## src/rtl/core/klpq_pkg.sv

```systemverilog
// Shared types and constants for the key long-press qualifier.
`default_nettype none
package klpq_pkg;

  localparam int OP_W      = 3;
  localparam int EV_W      = 3;
  localparam int CFG_W     = 16;
  localparam int CFG_IDX_W = 3;
  localparam int CENTER_W  = 10;
  localparam int TICK_W    = 16;
  localparam int PER_W     = 17;
  localparam int ADC_DRIFT = 70;

  // Operation codes of an input word.
  localparam logic [OP_W-1:0] OP_TICK    = 3'd0;
  localparam logic [OP_W-1:0] OP_EDGE    = 3'd1;
  localparam logic [OP_W-1:0] OP_ADC     = 3'd2;
  localparam logic [OP_W-1:0] OP_SUSPEND = 3'd3;
  localparam logic [OP_W-1:0] OP_RESUME  = 3'd4;

  // Event codes of a result word.
  localparam logic [EV_W-1:0] EV_SHORT    = 3'd0;
  localparam logic [EV_W-1:0] EV_PWR      = 3'd1;
  localparam logic [EV_W-1:0] EV_PWR_REL  = 3'd2;
  localparam logic [EV_W-1:0] EV_MUTE     = 3'd3;
  localparam logic [EV_W-1:0] EV_LONG_REL = 3'd4;
  localparam logic [EV_W-1:0] EV_WAKE     = 3'd5;

  // Configuration register indexes.
  localparam logic [CFG_IDX_W-1:0] REG_USE_ADC    = 3'd0;
  localparam logic [CFG_IDX_W-1:0] REG_INV_LEVEL  = 3'd1;
  localparam logic [CFG_IDX_W-1:0] REG_ADC_CENTER = 3'd2;
  localparam logic [CFG_IDX_W-1:0] REG_WAKE_EN    = 3'd3;
  localparam logic [CFG_IDX_W-1:0] REG_LONG_PRESS = 3'd4;
  localparam logic [CFG_IDX_W-1:0] REG_HOLD_REP   = 3'd5;
  localparam logic [CFG_IDX_W-1:0] REG_MUTE_GAP   = 3'd6;

  // Commands from the controller to the datapath.
  typedef struct packed {
    logic load;     // capture the accepted input word
    logic exec;     // apply the captured word to the key state
    logic rs_load;  // start a phase resync from the hold counter
    logic rs_step;  // one remainder step
    logic rs_done;  // last step: write the phases
  } klpq_cmd_t;

  // Status from the datapath to the controller.
  typedef struct packed {
    logic rs_pending;  // a period register changed since the last resync
    logic out_busy;    // the result register holds a word that is not taken
  } klpq_status_t;

endpackage
`default_nettype wire

```

## src/rtl/core/klpq_ctrl.sv

```systemverilog
// Controller state machine for the key long-press qualifier.
`default_nettype none
module klpq_ctrl #(
  parameter int COUNT_BITS = 32
) (
  input  wire                   clk_i,
  input  wire                   rst_ni,
  input  wire                   in_valid_i,
  output logic                  in_ready_o,
  input  klpq_pkg::klpq_status_t status_i,
  output klpq_pkg::klpq_cmd_t    cmd_o
);
  import klpq_pkg::*;

  localparam int CNT_W = $clog2(COUNT_BITS);

  localparam logic [1:0] ST_IDLE   = 2'd0;
  localparam logic [1:0] ST_EXEC   = 2'd1;
  localparam logic [1:0] ST_RESYNC = 2'd2;

  logic [1:0]       state_q, state_d;
  logic [CNT_W-1:0] cnt_q, cnt_d;

  always_comb begin
    state_d    = state_q;
    cnt_d      = cnt_q;
    cmd_o      = '0;
    in_ready_o = 1'b0;
    case (state_q)
      ST_IDLE: begin
        if (status_i.rs_pending) begin
          cmd_o.rs_load = 1'b1;
          cnt_d         = CNT_W'(COUNT_BITS - 1);
          state_d       = ST_RESYNC;
        end else begin
          in_ready_o = 1'b1;
          if (in_valid_i) begin
            cmd_o.load = 1'b1;
            state_d    = ST_EXEC;
          end
        end
      end
      ST_EXEC: begin
        if (!status_i.out_busy) begin
          cmd_o.exec = 1'b1;
          state_d    = ST_IDLE;
        end
      end
      ST_RESYNC: begin
        cmd_o.rs_step = 1'b1;
        if (cnt_q == '0) begin
          cmd_o.rs_done = 1'b1;
          state_d       = ST_IDLE;
        end else begin
          cnt_d = cnt_q - 1'b1;
        end
      end
      default: begin
        state_d = ST_IDLE;
      end
    endcase
  end

  always_ff @(posedge clk_i or negedge rst_ni) begin
    if (!rst_ni) begin
      state_q <= ST_IDLE;
      cnt_q   <= '0;
    end else begin
      state_q <= state_d;
      cnt_q   <= cnt_d;
    end
  end

  a_ready_no_resync: assert property (@(posedge clk_i) disable iff (!rst_ni)
    in_ready_o |-> !status_i.rs_pending && !cmd_o.rs_step)
    else $error("input taken while a resync is due or running");

  a_exec_returns: assert property (@(posedge clk_i) disable iff (!rst_ni)
    cmd_o.exec |=> state_q == ST_IDLE)
    else $error("controller did not return to idle after execute");

  a_load_then_exec: assert property (@(posedge clk_i) disable iff (!rst_ni)
    cmd_o.load |=> state_q == ST_EXEC)
    else $error("accepted word not followed by execute state");

endmodule
`default_nettype wire

```

## src/rtl/core/klpq_datapath.sv

```systemverilog
// Datapath: configuration, key state, hold phases, remainder unit, result register.
`default_nettype none
module klpq_datapath #(
  parameter int SAMPLE_BITS = 10,
  parameter int COUNT_BITS  = 32
) (
  input  wire                             clk_i,
  input  wire                             rst_ni,
  input  klpq_pkg::klpq_cmd_t             cmd_i,
  output klpq_pkg::klpq_status_t          status_o,
  input  wire                             cfg_we_i,
  input  wire [klpq_pkg::CFG_IDX_W-1:0]   cfg_idx_i,
  input  wire [klpq_pkg::CFG_W-1:0]       cfg_data_i,
  input  wire [klpq_pkg::OP_W-1:0]        op_i,
  input  wire                             gpio_level_i,
  input  wire [SAMPLE_BITS-1:0]           adc_sample_i,
  input  wire                             out_ready_i,
  output logic                            out_valid_o,
  output logic [klpq_pkg::EV_W-1:0]       event_res_o
);
  import klpq_pkg::*;

  localparam int AW = ((SAMPLE_BITS > CENTER_W) ? SAMPLE_BITS : CENTER_W) + 1;
  localparam logic [COUNT_BITS-1:0] HOLD_MAX = '1;

  // Configuration registers.
  logic                use_adc_q, inv_level_q, wake_en_q;
  logic [CENTER_W-1:0] center_q;
  logic [TICK_W-1:0]   lp_cfg_q, rep_q, mute_q;

  // Captured input word.
  logic [OP_W-1:0]        op_q;
  logic                   lvl_q;
  logic [SAMPLE_BITS-1:0] smp_q;

  // Key state.
  logic armed_q, armed_d, key_q, key_d, adc_q, adc_d, long_q, long_d;
  logic susp_q, susp_d, swallow_q, swallow_d;
  logic [COUNT_BITS-1:0] hold_q, hold_d, stamp_q, stamp_d, tick_q, tick_d;
  logic [TICK_W-1:0] ph_lp_q, ph_lp_d;
  logic [PER_W-1:0]  ph_per_q, ph_per_d;

  // Remainder unit.
  logic                  dirty_q;
  logic [COUNT_BITS-1:0] hold_sh_q;
  logic [TICK_W-1:0]     rem_lp_q, rem_lp_nx;
  logic [PER_W-1:0]      rem_per_q, rem_per_nx;
  logic [TICK_W:0]       t_lp;
  logic [PER_W:0]        t_per;

  // Result register.
  logic            out_valid_q;
  logic [EV_W-1:0] event_q;

  logic [TICK_W-1:0]     lp;
  logic [PER_W-1:0]      per;
  logic [COUNT_BITS-1:0] tick_inc, gap;
  logic                  pressed, win, emit;
  logic [EV_W-1:0]       ev;
  logic [AW-1:0]         smp_ext, ctr_ext;

  // A long-press count of zero behaves as one.
  assign lp       = (lp_cfg_q == '0) ? TICK_W'(1) : lp_cfg_q;
  assign per      = {1'b0, lp} + {1'b0, rep_q};
  assign tick_inc = tick_q + 1'b1;
  assign gap      = tick_inc - stamp_q;
  assign pressed  = use_adc_q ? adc_q : (lvl_q ^ inv_level_q);

  // Window test center-70 < v < center+70, done without signs as v+70 > center.
  assign smp_ext = AW'(smp_q);
  assign ctr_ext = AW'(center_q);
  assign win     = (smp_ext < ctr_ext + AW'(ADC_DRIFT)) && (smp_ext + AW'(ADC_DRIFT) > ctr_ext);

  // One restoring remainder step for each divisor, hold counter bits fed from the top.
  always_comb begin
    t_lp  = {rem_lp_q, hold_sh_q[COUNT_BITS-1]};
    t_per = {rem_per_q, hold_sh_q[COUNT_BITS-1]};
    if (t_lp >= {1'b0, lp}) begin
      t_lp = t_lp - {1'b0, lp};
    end
    if (t_per >= {1'b0, per}) begin
      t_per = t_per - {1'b0, per};
    end
    rem_lp_nx  = t_lp[TICK_W-1:0];
    rem_per_nx = t_per[PER_W-1:0];
  end

  always_comb begin
    armed_d   = armed_q;
    key_d     = key_q;
    adc_d     = adc_q;
    long_d    = long_q;
    susp_d    = susp_q;
    swallow_d = swallow_q;
    hold_d    = hold_q;
    stamp_d   = stamp_q;
    tick_d    = tick_q;
    ph_lp_d   = ph_lp_q;
    ph_per_d  = ph_per_q;
    emit      = 1'b0;
    ev        = EV_SHORT;
    if (cmd_i.exec) begin
      case (op_q)
        OP_TICK: begin
          tick_d = tick_inc;
          if (armed_q) begin
            if (pressed) begin
              if (hold_q != '0) begin
                if (ph_per_q == '0) begin
                  emit = 1'b1;
                  ev   = EV_PWR_REL;
                end else if (ph_lp_q == '0) begin
                  emit    = 1'b1;
                  ev      = EV_PWR;
                  long_d  = 1'b1;
                  stamp_d = tick_inc;
                end
              end
              if (hold_q != HOLD_MAX) begin
                hold_d   = hold_q + 1'b1;
                ph_lp_d  = (ph_lp_q == lp - 1'b1) ? '0 : ph_lp_q + 1'b1;
                ph_per_d = (ph_per_q == per - 1'b1) ? '0 : ph_per_q + 1'b1;
              end
            end else begin
              armed_d = 1'b0;
              if (hold_q <= COUNT_BITS'(lp)) begin
                hold_d   = '0;
                ph_lp_d  = '0;
                ph_per_d = '0;
                if (long_q) begin
                  if (gap > COUNT_BITS'(mute_q)) begin
                    emit   = 1'b1;
                    ev     = EV_MUTE;
                    long_d = 1'b0;
                  end
                end else if (swallow_q) begin
                  swallow_d = 1'b0;
                end else begin
                  emit = 1'b1;
                  ev   = EV_SHORT;
                end
              end else if (key_q) begin
                emit = 1'b1;
                ev   = EV_LONG_REL;
              end
            end
            key_d = pressed;
          end
        end
        OP_EDGE: begin
          if (wake_en_q && susp_q) begin
            key_d = 1'b1;
            emit  = 1'b1;
            ev    = EV_WAKE;
          end
          hold_d   = '0;
          ph_lp_d  = '0;
          ph_per_d = '0;
          armed_d  = 1'b1;
        end
        OP_ADC: begin
          if (center_q != '0) begin
            adc_d = win;
            if (key_q != win) begin
              armed_d = 1'b1;
            end
          end
        end
        OP_SUSPEND: begin
          susp_d    = 1'b1;
          swallow_d = 1'b1;
        end
        OP_RESUME: begin
          susp_d = 1'b0;
        end
        default: begin
        end
      endcase
    end
    if (cmd_i.rs_done) begin
      ph_lp_d  = rem_lp_nx;
      ph_per_d = rem_per_nx;
    end
  end

  always_ff @(posedge clk_i or negedge rst_ni) begin
    if (!rst_ni) begin
      use_adc_q   <= 1'b0;
      inv_level_q <= 1'b1;
      center_q    <= '0;
      wake_en_q   <= 1'b0;
      lp_cfg_q    <= TICK_W'(100);
      rep_q       <= TICK_W'(100);
      mute_q      <= TICK_W'(130);
      dirty_q     <= 1'b0;
    end else begin
      if (cfg_we_i) begin
        case (cfg_idx_i)
          REG_USE_ADC:    use_adc_q   <= cfg_data_i[0];
          REG_INV_LEVEL:  inv_level_q <= cfg_data_i[0];
          REG_ADC_CENTER: center_q    <= cfg_data_i[CENTER_W-1:0];
          REG_WAKE_EN:    wake_en_q   <= cfg_data_i[0];
          REG_LONG_PRESS: lp_cfg_q    <= cfg_data_i[TICK_W-1:0];
          REG_HOLD_REP:   rep_q       <= cfg_data_i[TICK_W-1:0];
          REG_MUTE_GAP:   mute_q      <= cfg_data_i[TICK_W-1:0];
          default: begin
          end
        endcase
      end
      // A new period invalidates the phase counters until they are recomputed.
      if (cfg_we_i && (cfg_idx_i == REG_LONG_PRESS || cfg_idx_i == REG_HOLD_REP)) begin
        dirty_q <= 1'b1;
      end else if (cmd_i.rs_load) begin
        dirty_q <= 1'b0;
      end
    end
  end

  always_ff @(posedge clk_i or negedge rst_ni) begin
    if (!rst_ni) begin
      armed_q     <= 1'b0;
      key_q       <= 1'b0;
      adc_q       <= 1'b0;
      long_q      <= 1'b0;
      susp_q      <= 1'b0;
      swallow_q   <= 1'b0;
      hold_q      <= '0;
      stamp_q     <= '0;
      tick_q      <= '0;
      ph_lp_q     <= '0;
      ph_per_q    <= '0;
      out_valid_q <= 1'b0;
    end else begin
      armed_q   <= armed_d;
      key_q     <= key_d;
      adc_q     <= adc_d;
      long_q    <= long_d;
      susp_q    <= susp_d;
      swallow_q <= swallow_d;
      hold_q    <= hold_d;
      stamp_q   <= stamp_d;
      tick_q    <= tick_d;
      ph_lp_q   <= ph_lp_d;
      ph_per_q  <= ph_per_d;
      if (cmd_i.exec && emit) begin
        out_valid_q <= 1'b1;
      end else if (out_ready_i) begin
        out_valid_q <= 1'b0;
      end
    end
  end

  always_ff @(posedge clk_i) begin
    if (cmd_i.load) begin
      op_q  <= op_i;
      lvl_q <= gpio_level_i;
      smp_q <= adc_sample_i;
    end
    if (cmd_i.exec && emit) begin
      event_q <= ev;
    end
    if (cmd_i.rs_load) begin
      hold_sh_q <= hold_q;
      rem_lp_q  <= '0;
      rem_per_q <= '0;
    end else if (cmd_i.rs_step) begin
      hold_sh_q <= {hold_sh_q[COUNT_BITS-2:0], 1'b0};
      rem_lp_q  <= rem_lp_nx;
      rem_per_q <= rem_per_nx;
    end
  end

  assign status_o.rs_pending = dirty_q;
  assign status_o.out_busy   = out_valid_q && !out_ready_i;
  assign out_valid_o         = out_valid_q;
  assign event_res_o         = event_q;

  a_zero_hold_zero_phase: assert property (@(posedge clk_i) disable iff (!rst_ni)
    hold_q == '0 |-> ph_lp_q == '0 && ph_per_q == '0)
    else $error("phase counters out of step with a cleared hold counter");

  a_exec_slot_free: assert property (@(posedge clk_i) disable iff (!rst_ni)
    cmd_i.exec |-> !(out_valid_q && !out_ready_i))
    else $error("execute while the result register is still occupied");

  a_emit_sets_valid: assert property (@(posedge clk_i) disable iff (!rst_ni)
    cmd_i.exec && emit |=> out_valid_q && event_q == $past(ev))
    else $error("emitted event not captured in the result register");

endmodule
`default_nettype wire

```

## src/rtl/core/key_long_press_qualifier_core.sv

```systemverilog
// Top level of the key long-press qualifier: controller and datapath.
`default_nettype none
// Channel   Dir  Handshake              Payload
// s_axis    in   tvalid/tready          op, gpio_level, adc_sample
// m_axis    out  tvalid/tready          event_res
// cfg       in   cfg_we_i, no wait      cfg_idx_i selects, cfg_data_i value
//
// Each input word is accepted and captured in the idle state, then applied to the
// key state in the execute state. The execute state waits while the one-entry result
// register still holds an untaken word; input is taken while a result waits.
// A write to the long-press or the hold-repeat register starts a resync of the
// hold phase counters by a serial remainder unit, during which no input word is
// accepted. Reset is asynchronous and needs no clearing pass.
module key_long_press_qualifier_core #(
  parameter int SAMPLE_BITS = 10,
  parameter int COUNT_BITS  = 32
) (
  input  wire                                   clk_i,
  input  wire                                   rst_ni,
  input  wire                                   s_axis_tvalid,
  output logic                                  s_axis_tready,
  // Fields from bit 0: op[2:0], gpio_level[3], adc_sample[SAMPLE_BITS+3:4].
  input  wire [((SAMPLE_BITS + 4 + 7) / 8) * 8 - 1:0] s_axis_tdata,
  output logic                                  m_axis_tvalid,
  input  wire                                   m_axis_tready,
  // Fields from bit 0: event_res[2:0].
  output logic [7:0]                            m_axis_tdata,
  input  wire                                   cfg_we_i,
  input  wire [klpq_pkg::CFG_IDX_W-1:0]         cfg_idx_i,
  input  wire [klpq_pkg::CFG_W-1:0]             cfg_data_i
);
  import klpq_pkg::*;

  klpq_cmd_t    cmd;
  klpq_status_t status;
  logic [EV_W-1:0] event_res;

  klpq_ctrl #(
    .COUNT_BITS (COUNT_BITS)
  ) u_ctrl (
    .clk_i      (clk_i),
    .rst_ni     (rst_ni),
    .in_valid_i (s_axis_tvalid),
    .in_ready_o (s_axis_tready),
    .status_i   (status),
    .cmd_o      (cmd)
  );

  klpq_datapath #(
    .SAMPLE_BITS (SAMPLE_BITS),
    .COUNT_BITS  (COUNT_BITS)
  ) u_datapath (
    .clk_i        (clk_i),
    .rst_ni       (rst_ni),
    .cmd_i        (cmd),
    .status_o     (status),
    .cfg_we_i     (cfg_we_i),
    .cfg_idx_i    (cfg_idx_i),
    .cfg_data_i   (cfg_data_i),
    .op_i         (s_axis_tdata[OP_W-1:0]),
    .gpio_level_i (s_axis_tdata[OP_W]),
    .adc_sample_i (s_axis_tdata[OP_W+1 +: SAMPLE_BITS]),
    .out_ready_i  (m_axis_tready),
    .out_valid_o  (m_axis_tvalid),
    .event_res_o  (event_res)
  );

  assign m_axis_tdata = {(8 - EV_W)'(0), event_res};

endmodule
`default_nettype wire
```

## config.mk

```make
export PLATFORM = sky130hd
export DESIGN_NAME = key_long_press_qualifier_core
export DESIGN_NICKNAME = d
export VERILOG_FILES = /design/src/rtl/core/klpq_pkg.sv /design/src/rtl/core/klpq_ctrl.sv /design/src/rtl/core/klpq_datapath.sv /design/src/rtl/core/key_long_press_qualifier_core.sv
export SDC_FILE = /design/constraint.sdc
export NUM_CORES = 1
export LEC_CHECK = 0
export BUFFER_PORTS_ARGS = -buffer_cell sky130_fd_sc_hd__buf_2
export CAP_MARGIN = 20
export CELL_PAD_IN_SITES_DETAIL_PLACEMENT = 0
export CELL_PAD_IN_SITES_GLOBAL_PLACEMENT = 1
export CORE_ASPECT_RATIO = 0.5
export CORE_MARGIN = 4
export CORE_UTILIZATION = 40
export DETAILED_ROUTE_END_ITERATION = 12
export PLACE_DENSITY_LB_ADDON = 0.1
export SLEW_MARGIN = 5
export SYNTH_ARGS = -nofsm -noshare
export SYNTH_HDL_FRONTEND = slang
export SYNTH_SLANG_ARGS = --single-unit
```

## constraint.sdc

```tcl
create_clock -name clk_i -period 7.8 [get_ports clk_i]
set_clock_uncertainty 0.15 [all_clocks]
set_input_delay 0 -clock clk_i [delete_from_list [all_inputs] [get_ports clk_i]]
set_output_delay 0 -clock clk_i [all_outputs]
set_load 0.02 [all_outputs]
```

==> results of run 1 <==
[registers in the layout (all words and copies together) (netlist names), 5 cells and up]
signal                cells
u_ctrl.cnt_q              5
u_datapath.ph_lp_q       16
u_datapath.rem_per_q     17
u_datapath.rem_lp_q      16
u_datapath.hold_q        32
u_datapath.stamp_q       32
u_datapath.hold_sh_q     32
u_datapath.mute_q        16
u_datapath.center_q      10
u_datapath.lp_cfg_q      16
u_datapath.smp_q         10
u_datapath.rep_q         16
u_datapath.tick_q        32
u_datapath.ph_per_q      17
[placed cells by master (no fill, tap or decap), drive strengths merged, types with 77 or more instances in the layout]
master | synthesis | layout
inv | 136 | 137
xnor2 | 115 | 115
nand3 | 97 | 97
xor2 | 77 | 77
ha | 143 | 143
a21oi | 139 | 139
o21ai | 166 | 166
nand2 | 292 | 292
dfrtp | 196 | 196
nor2 | 176 | 176
[through the flow]
stage,instance area [sq um],hold slack [ns],worst slack [ns]
3_3_place_gp,21200,-0.0535,0.927
6_report,22800,0.0967,0.850
5_1_grt,22800,0.118,0.262
3_5_place_dp,21200,-0.0510,0.850
2_1_floorplan,20300,-0.446,1.52
4_1_cts,22800,0.0752,0.811
[logic make-up after synthesis]
family / Yosys count / synth area share (%)
DFF: 287 / 35.8
and+or+nand+nor: 888 / 21.3
adders and majority gates: 147 / 9.21
other: 1 / 0.0185
buffers and inverters: 246 / 4.70
AOI/OAI and AO/OA: 547 / 17.1
muxes: 66 / 3.51
xor gates and xnor gates: 193 / 8.40
[synthesized netlist by cell type, drive strengths merged (7+ instances only)]
library cell,count
nand2,292
dfrtp,196
nor2,176
o21ai,166
ha,143
a21oi,139
inv,136
xnor2,115
clkbuf,97
nand3,97
xor2,77
nand4,55
nor3,54
edfxtp,49
a21o,44
mux2,41
and3,37
dfxtp,33
nor2b,29
nor4,27
mux2i,25
a31oi,23
nand2b,23
o21a,23
or3,19
and2,18
o211ai,15
or2,15
o22ai,14
buf,13
o31ai,13
a211oi,10
a31o,9
dfstp,9
a21boi,8
nand3b,8
nand4b,8
o21bai,8
a211o,7
a41oi,7
and4,7
nor3b,7
o311ai,7
[worst max-delay path, delay by kind of cell, from the launching register on]
family,cells,cell delay (ns)
AND/OR/NAND/NOR,9,1.46
buffers and inverters,5,0.97
adder cells (fa/ha/maj),3,0.88
XOR/XNOR,1,0.32
AO/OA/AOI/OAI,10,2.31
flip-flops,1,0.46
multiplexers,1,0.27
[report_power, final]
part / leakage, nW / internal, mW / total, mW / switching (mW)
clock network: 0.437 / 0.755 / 1.39 / 0.639
registers: 3.26 / 1.95 / 2.33 / 0.383
logic: 6.49 / 1.54 / 3.65 / 2.11
total: 10.2 / 4.24 / 7.37 / 3.14
[metal layers]
layer / part of all wire [%] / vias to the layer above
met5: 0 / -
met4: 1.5 / 0
met3: 4.3 / 55
met2: 43 / 239
met1: 51 / 8159
li1: - / 8569
[worst max-delay path by stage]
stage	from	endpoint	slack, ns
3_5_place_dp	u_datapath.tick_q[0]	u_datapath.event_res_o[0]	0.85
4_1_cts	u_datapath.tick_q[0]	u_datapath.event_res_o[0]	0.81
2_1_floorplan	u_datapath.lp_cfg_q[3]	u_datapath.ph_per_q[14]	1.52
3_3_place_gp	u_datapath.tick_q[0]	u_datapath.event_res_o[0]	0.93
6_report	u_datapath.lp_cfg_q[3]	u_datapath.ph_per_q[2]	0.85
5_1_grt	u_datapath.lp_cfg_q[3]	u_datapath.ph_per_q[2]	0.26
[layout make-up]
cell class | instances | share of cell area (%)
clock buffer | 42 | 3.57
sequential | 287 | 31.9
antenna | 1 | 0.0110
timing repair buffer | 137 | 4.95
multi-input combinational | 1846 | 53.2
tap | 690 | 3.79
clock inverter | 11 | 0.357
inverter | 136 | 2.24
==> metrics.csv, run 1 <==
metric,value,unit
status,"complete, no violations",
Num CTS Buffers,29,
Final min period,6.95,ns
total global-route track usage,21.3,%
Async SR Flop Fraction,71.4,%
htree depth,1,
f_max,144,MHz
TritonCTS clock tree,yes,
clk_lat worst skew,0.59,ns
antenna violations before repair,0,
GPL Wtd Cong,0.857,
TNS Setup,0,ns
Floorplan Core Area,0.0502,sq mm
initial DRC count,1157,
Layout area overhead,12.3,%
die height,167,microns
Critical Path AT,7.26,ns
nets,2624,
Post-Syn Instances,2375,
Cells after DPL,3029,
max-cap violations,0,
row cnt,58,
worst hold path type,in2reg,
register area share after synthesis,35.8,%
worst vdd rail ir drop,0.151,mV
"Hold-fix buffers, CTS",66,
average vias per placed instance,5.40,
clk slew on worst S/H paths,0.06,ns
Post-synth EDFFs,49,
total of fill cells in the finished design,5052,
min-delay src,cfg_data_i[15],
worst reg-to-reg path cell count,29,
setup bufs post-CTS,0,
Slew HR,30.5,%
Remaining DRCs,0,
Die W,327,microns
fin cells,3150,
drt pass-1 iters,5,
Final Max Tran Viols,0,
first-pass GRT wire length,93800,microns
met2 GRT Util,33.1,%
PortBufs,42,
CP max stage delay,0.52,ns
hold depth,4,
Final HPWL DP,42400,microns
GRT busiest layer,met2,
Routed WL,58500,microns
number of global-route vias before repair,16700,
Total Die Area,0.0546,sq mm
Synth area leaders,"dfrtp_1 24%, ha_1 8.8%, edfxtp_1 7.2%",
"Max FO, Critical Path",18,
Final Hold Viols,0,
Synth Cell Area,0.0203,sq mm
met3 usage,3.62,%
Yosys Warn Count,0,
Synth top area share,24.2,%
"Remaining Overflow, GRT",0,
startpoint class of the critical path,flop,
CP Capture Type,flop,
RSZ-0062 raised after global routing,no,
GRT met1 Usage,31.6,%
Num Clock Sinks,287,
# setup viols final,0,
Worst EP required,8.11,ns
pwr dens,324,mW/mm^2
Worst Hold Path EP,u_datapath.lp_cfg_q[15],
Final ANT Viol Nets,0,
"Slowest-stage cell, CP",a31oi_1,
clk root buf,clkbuf_16,
Ports,50,
Yosys cell types,86,
FF-to-FF Start,u_datapath.lp_cfg_q[3],
Slew @ Worst Pin,1.04,ns
share of cells above drive strength 1,8.21,%
Synth Register Bits,287,
RR Endpoint,u_datapath.ph_per_q[2],
Overall Power,7.37,mW
Tcrit/Tclk final,89.1,%
R2R setup slack,0.85,ns
Yosys top cell by area,dfrtp_1,
initial core utilization,40.4,%
routed len/inst,18.6,microns
routed via count,17000,
Seq. cell area,0.00727,sq mm
post_cts resized,0,
largest net degree at the start of global routing,93,
worst setup path class,reg2reg,
Post-Syn Area per Cell,8.55,sq um
Clock Path Buffers,3,
Pleak,10.2,nW
Synth Flop Type,dfrtp_1,
post-layout util,45.4,%
area of the multi-input gates,0.0121,sq mm
No activity file was read; power rests on OpenSTA's default activity.
==> run 2, diff against run 1 <==
--- a/config.mk
+++ b/config.mk
@@ -9,11 +9,13 @@
 export CAP_MARGIN = 20
 export CELL_PAD_IN_SITES_DETAIL_PLACEMENT = 0
 export CELL_PAD_IN_SITES_GLOBAL_PLACEMENT = 1
-export CORE_ASPECT_RATIO = 0.5
+export CORE_ASPECT_RATIO = 1.4
 export CORE_MARGIN = 4
 export CORE_UTILIZATION = 40
 export DETAILED_ROUTE_END_ITERATION = 12
 export PLACE_DENSITY_LB_ADDON = 0.1
+export RECOVER_POWER = 100
+export SETUP_SLACK_MARGIN = 0.3
 export SLEW_MARGIN = 5
 export SYNTH_ARGS = -nofsm -noshare
 export SYNTH_HDL_FRONTEND = slang
==> run 2 against run 1 <==
  * The flow now finishes with violations (max-capacitance violations, max-slew violations)
  * Worst hold slack lost 0.069 ns
  * Sequential power barely moved
  * First-iteration DRC count shrank 31%
  * Count of clock-buffer cells in the layout rose by 7
  * Maximum frequency decreased by 2.2%
  * Die area shrank 0.31%
  * Register-to-register slack got worse by 0.15 ns
  * Combinational power is 3% lower
  * Utilization is 0.21 points lower
  * Largest cell class unchanged
  * Highest routed layer unchanged
==> metrics.csv, run 2 (synthesized netlist as in run 1, its figures left out) <==
metric,value,unit,change
post_cts resized,0,,unchanged
antenna violations before repair,0,,unchanged
Final Worst Setup Slack,0.697,ns,-0.153 ns
Critical Path AT,7.25,ns,about the same
Final min period,7.10,ns,+0.153 ns
row cnt,97,,+67%
clk root buf,clkbuf_16,,
initial core utilization,40.5,%,+0.076 points
worst vdd rail ir drop,0.197,mV,+30%
Total Die Area,0.0545,sq mm,-0.31%
clk slew on worst S/H paths,0.06,ns,about the same
GPL Wtd Cong,0.900,,+5.1%
Cells after DPL,2973,,-1.8%
routed via count,17200,,+1.1%
nets,2604,,-0.76%
Remaining DRCs,0,,unchanged
Post-Layout Inst Area,0.0226,sq mm,-0.65%
Ports,50,,unchanged
first-pass GRT wire length,93600,microns,-0.22%
placed cell areas,0.0211,sq mm,-0.48%
Clock Path Buffers,3,,unchanged
# setup viols final,0,,unchanged
CP max stage delay,0.62,ns,+0.10 ns
total net switching power,3.12,mW,-0.34%
Die W,198,microns,-39%
Worst EP required,7.95,ns,-0.16 ns
Num Clock Sinks,287,,unchanged
average vias per placed instance,5.57,,+3.2%
Num CTS Buffers,35,,+21%
Antenna Cells,0,,-1
Pleak,10.1,nW,-0.69%
Seq. cell area,0.00727,sq mm,unchanged
TritonCTS clock tree,yes,,
pwr dens,331,mW/mm^2,+2.4%
Tcrit/Tclk final,91.1,%,+2.0 points
htree depth,2,,+1
status,"complete, but fails checks",,
worst setup path class,reg2reg,,
min-delay src,s_axis_tdata[11],,
"Max FO, Critical Path",7,,-11
RSZ-0062 raised after global routing,no,,
Final Hold Viols,0,,unchanged
total global-route track usage,21.4,%,+0.096 points
"most common cell after layout, fill and taps aside",nand2_1,,
area of the multi-input gates,0.0121,sq mm,about the same
Comb power frac,47.1,%,-2.4 points
Layout area overhead,11.5,%,
"delay-heaviest family, CP",simple AND/OR/NAND/NOR gates,,
crit-path cells,"ha_1, nand3_1, nor2_1, and2_0, and4_1, and3_1, and2_0, and3_1, and3_1, and3_1, nand3_1, xnor2_1, ha_1, a211o_1, a21oi_1, o221ai_1, a211oi_1, nand4_1, a2111oi_0, o311ai_0, or4_1, nor3_2, nor2_1, a311o_1",,
dpl ws,0.893,ns,+0.0426 ns
"Hold-fix buffers, CTS",50,,-24%
clk_lat worst skew,0.55,ns,-0.04 ns
Floorplan Core Area,0.0501,sq mm,-0.19%
Fin Hold WS,0.0278,ns,-0.0689 ns
largest net degree at the start of global routing,119,,+28%
startpoint class of the critical path,flop,,
FF-to-FF Start,u_datapath.tick_q[0],,
"Slowest-stage cell, CP",or4_1,,
die height,275,microns,+64%
worst hold path type,in2reg,,
fin cells,3087,,-2.0%
failing checks,"max-capacitance violations, max-slew violations",,
"Remaining Overflow, GRT",0,,unchanged
Routed WL,58200,microns,-0.49%
number of global-route vias before repair,17300,,+3.5%
Final HPWL DP,43700,microns,+3.2%
RR Endpoint,u_datapath.event_res_o[0],,
most frequent cells in the layout,"291 x nand2_1, 196 x dfrtp_1, 176 x nor2_1",,
worst reg-to-reg path cell count,24,,-17%
hold depth,2,,-2
Slew HR,-283,%,-310 points
Clk pwr share,22.0,%,+3.1 points
Final Max Tran Viols,406,,+406
f_max,141,MHz,-2.2%
PortBufs,42,,unchanged
setup bufs post-CTS,0,,unchanged
Slew @ Worst Pin,5.74,ns,+4.70 ns
Crit path top cell by count,and3_1,,
CP Capture Type,flop,,
Sequential Power Share,30.9,%,-0.7 points
R2R setup slack,0.70,ns,-0.15 ns
TNS Setup,0,ns,unchanged
share of cells above drive strength 1,7.49,%,-0.73 points
drt pass-1 iters,5,,unchanged
Final ANT Viol Nets,0,,unchanged
"Buf+Inv Stages, Crit Path",0,,-5
total of fill cells in the finished design,5010,,-0.83%
initial DRC count,802,,-31%
Cell Int Power,4.38,mW,+3.3%
sw frac,41.6,%,-0.87 points
routed len/inst,18.9,microns,+1.5%
max-cap violations,8,,+8
Worst Hold Path EP,u_datapath.smp_q[7],,
run 2: changes by cell type in the layout (fill, tap and decap cells not counted), moves of 7 or more:
cell / before / now
buf_4: 28 / 7
clkbuf_16: 29 / 36
dlygate4sd3_1: 65 / 50
buf_2: 41 / 33
clkbuf_1: 9 / 25
run 2: power groups by stage:
stage	clock network [mW]	registers, mW	logic, mW
after floorplan	0	2.17	2.81
after global placement	0	2.33	3.49
after detailed placement	0	2.33	3.55
after CTS	1.71	2.31	3.59
after global routing	1.76	2.37	4.01
final	1.65	2.32	3.54
run 2: stage by stage:
stage               util (%)  power (mW)
finish                  45.2        7.50
global route            45.2        8.14
CTS                     45.4        7.61
detailed placement      42.1        5.89
global placement        42.0        5.81
floorplan                  -        4.98
run 2: worst max-delay path by stage:
| stage | slack, ns | endpoint | depth (start not counted) | from |
|---|---|---|---|---|
| floorplan | 1.52 | u_datapath.ph_per_q[14] | 29 | u_datapath.lp_cfg_q[3] |
| global placement | 0.91 | u_datapath.event_res_o[0] | 24 | u_datapath.tick_q[0] |
| detailed placement | 0.89 | u_datapath.event_res_o[0] | 24 | u_datapath.tick_q[0] |
| CTS | 0.88 | u_datapath.event_res_o[0] | 23 | u_datapath.tick_q[0] |
| global route | 0.21 | u_datapath.hold_q[24] | 3 | rst_ni |
| finish | 0.70 | u_datapath.event_res_o[0] | 24 | u_datapath.tick_q[0] |
run 2: final cells by class:
class	instances	share of cell area, %
clock inverters	15	0.586
well taps	643	3.55
clock buffers	49	4.46
multi-input cells	1846	53.5
flip-flops and latches	287	32.1
repair buffers	111	3.56
inverters	136	2.25
run 2: layer usage:
layer  wire length (microns)  up-vias  part of all wire, %  track usage, %
li1                        -     8526                    -               -
met1                   23900     8321                   41            25.3
met2                   30100      264                   52            39.4
met3                    1800       97                  3.1            2.62
met4                    2400        0                  4.1            7.98
met5                       0        -                    0               0
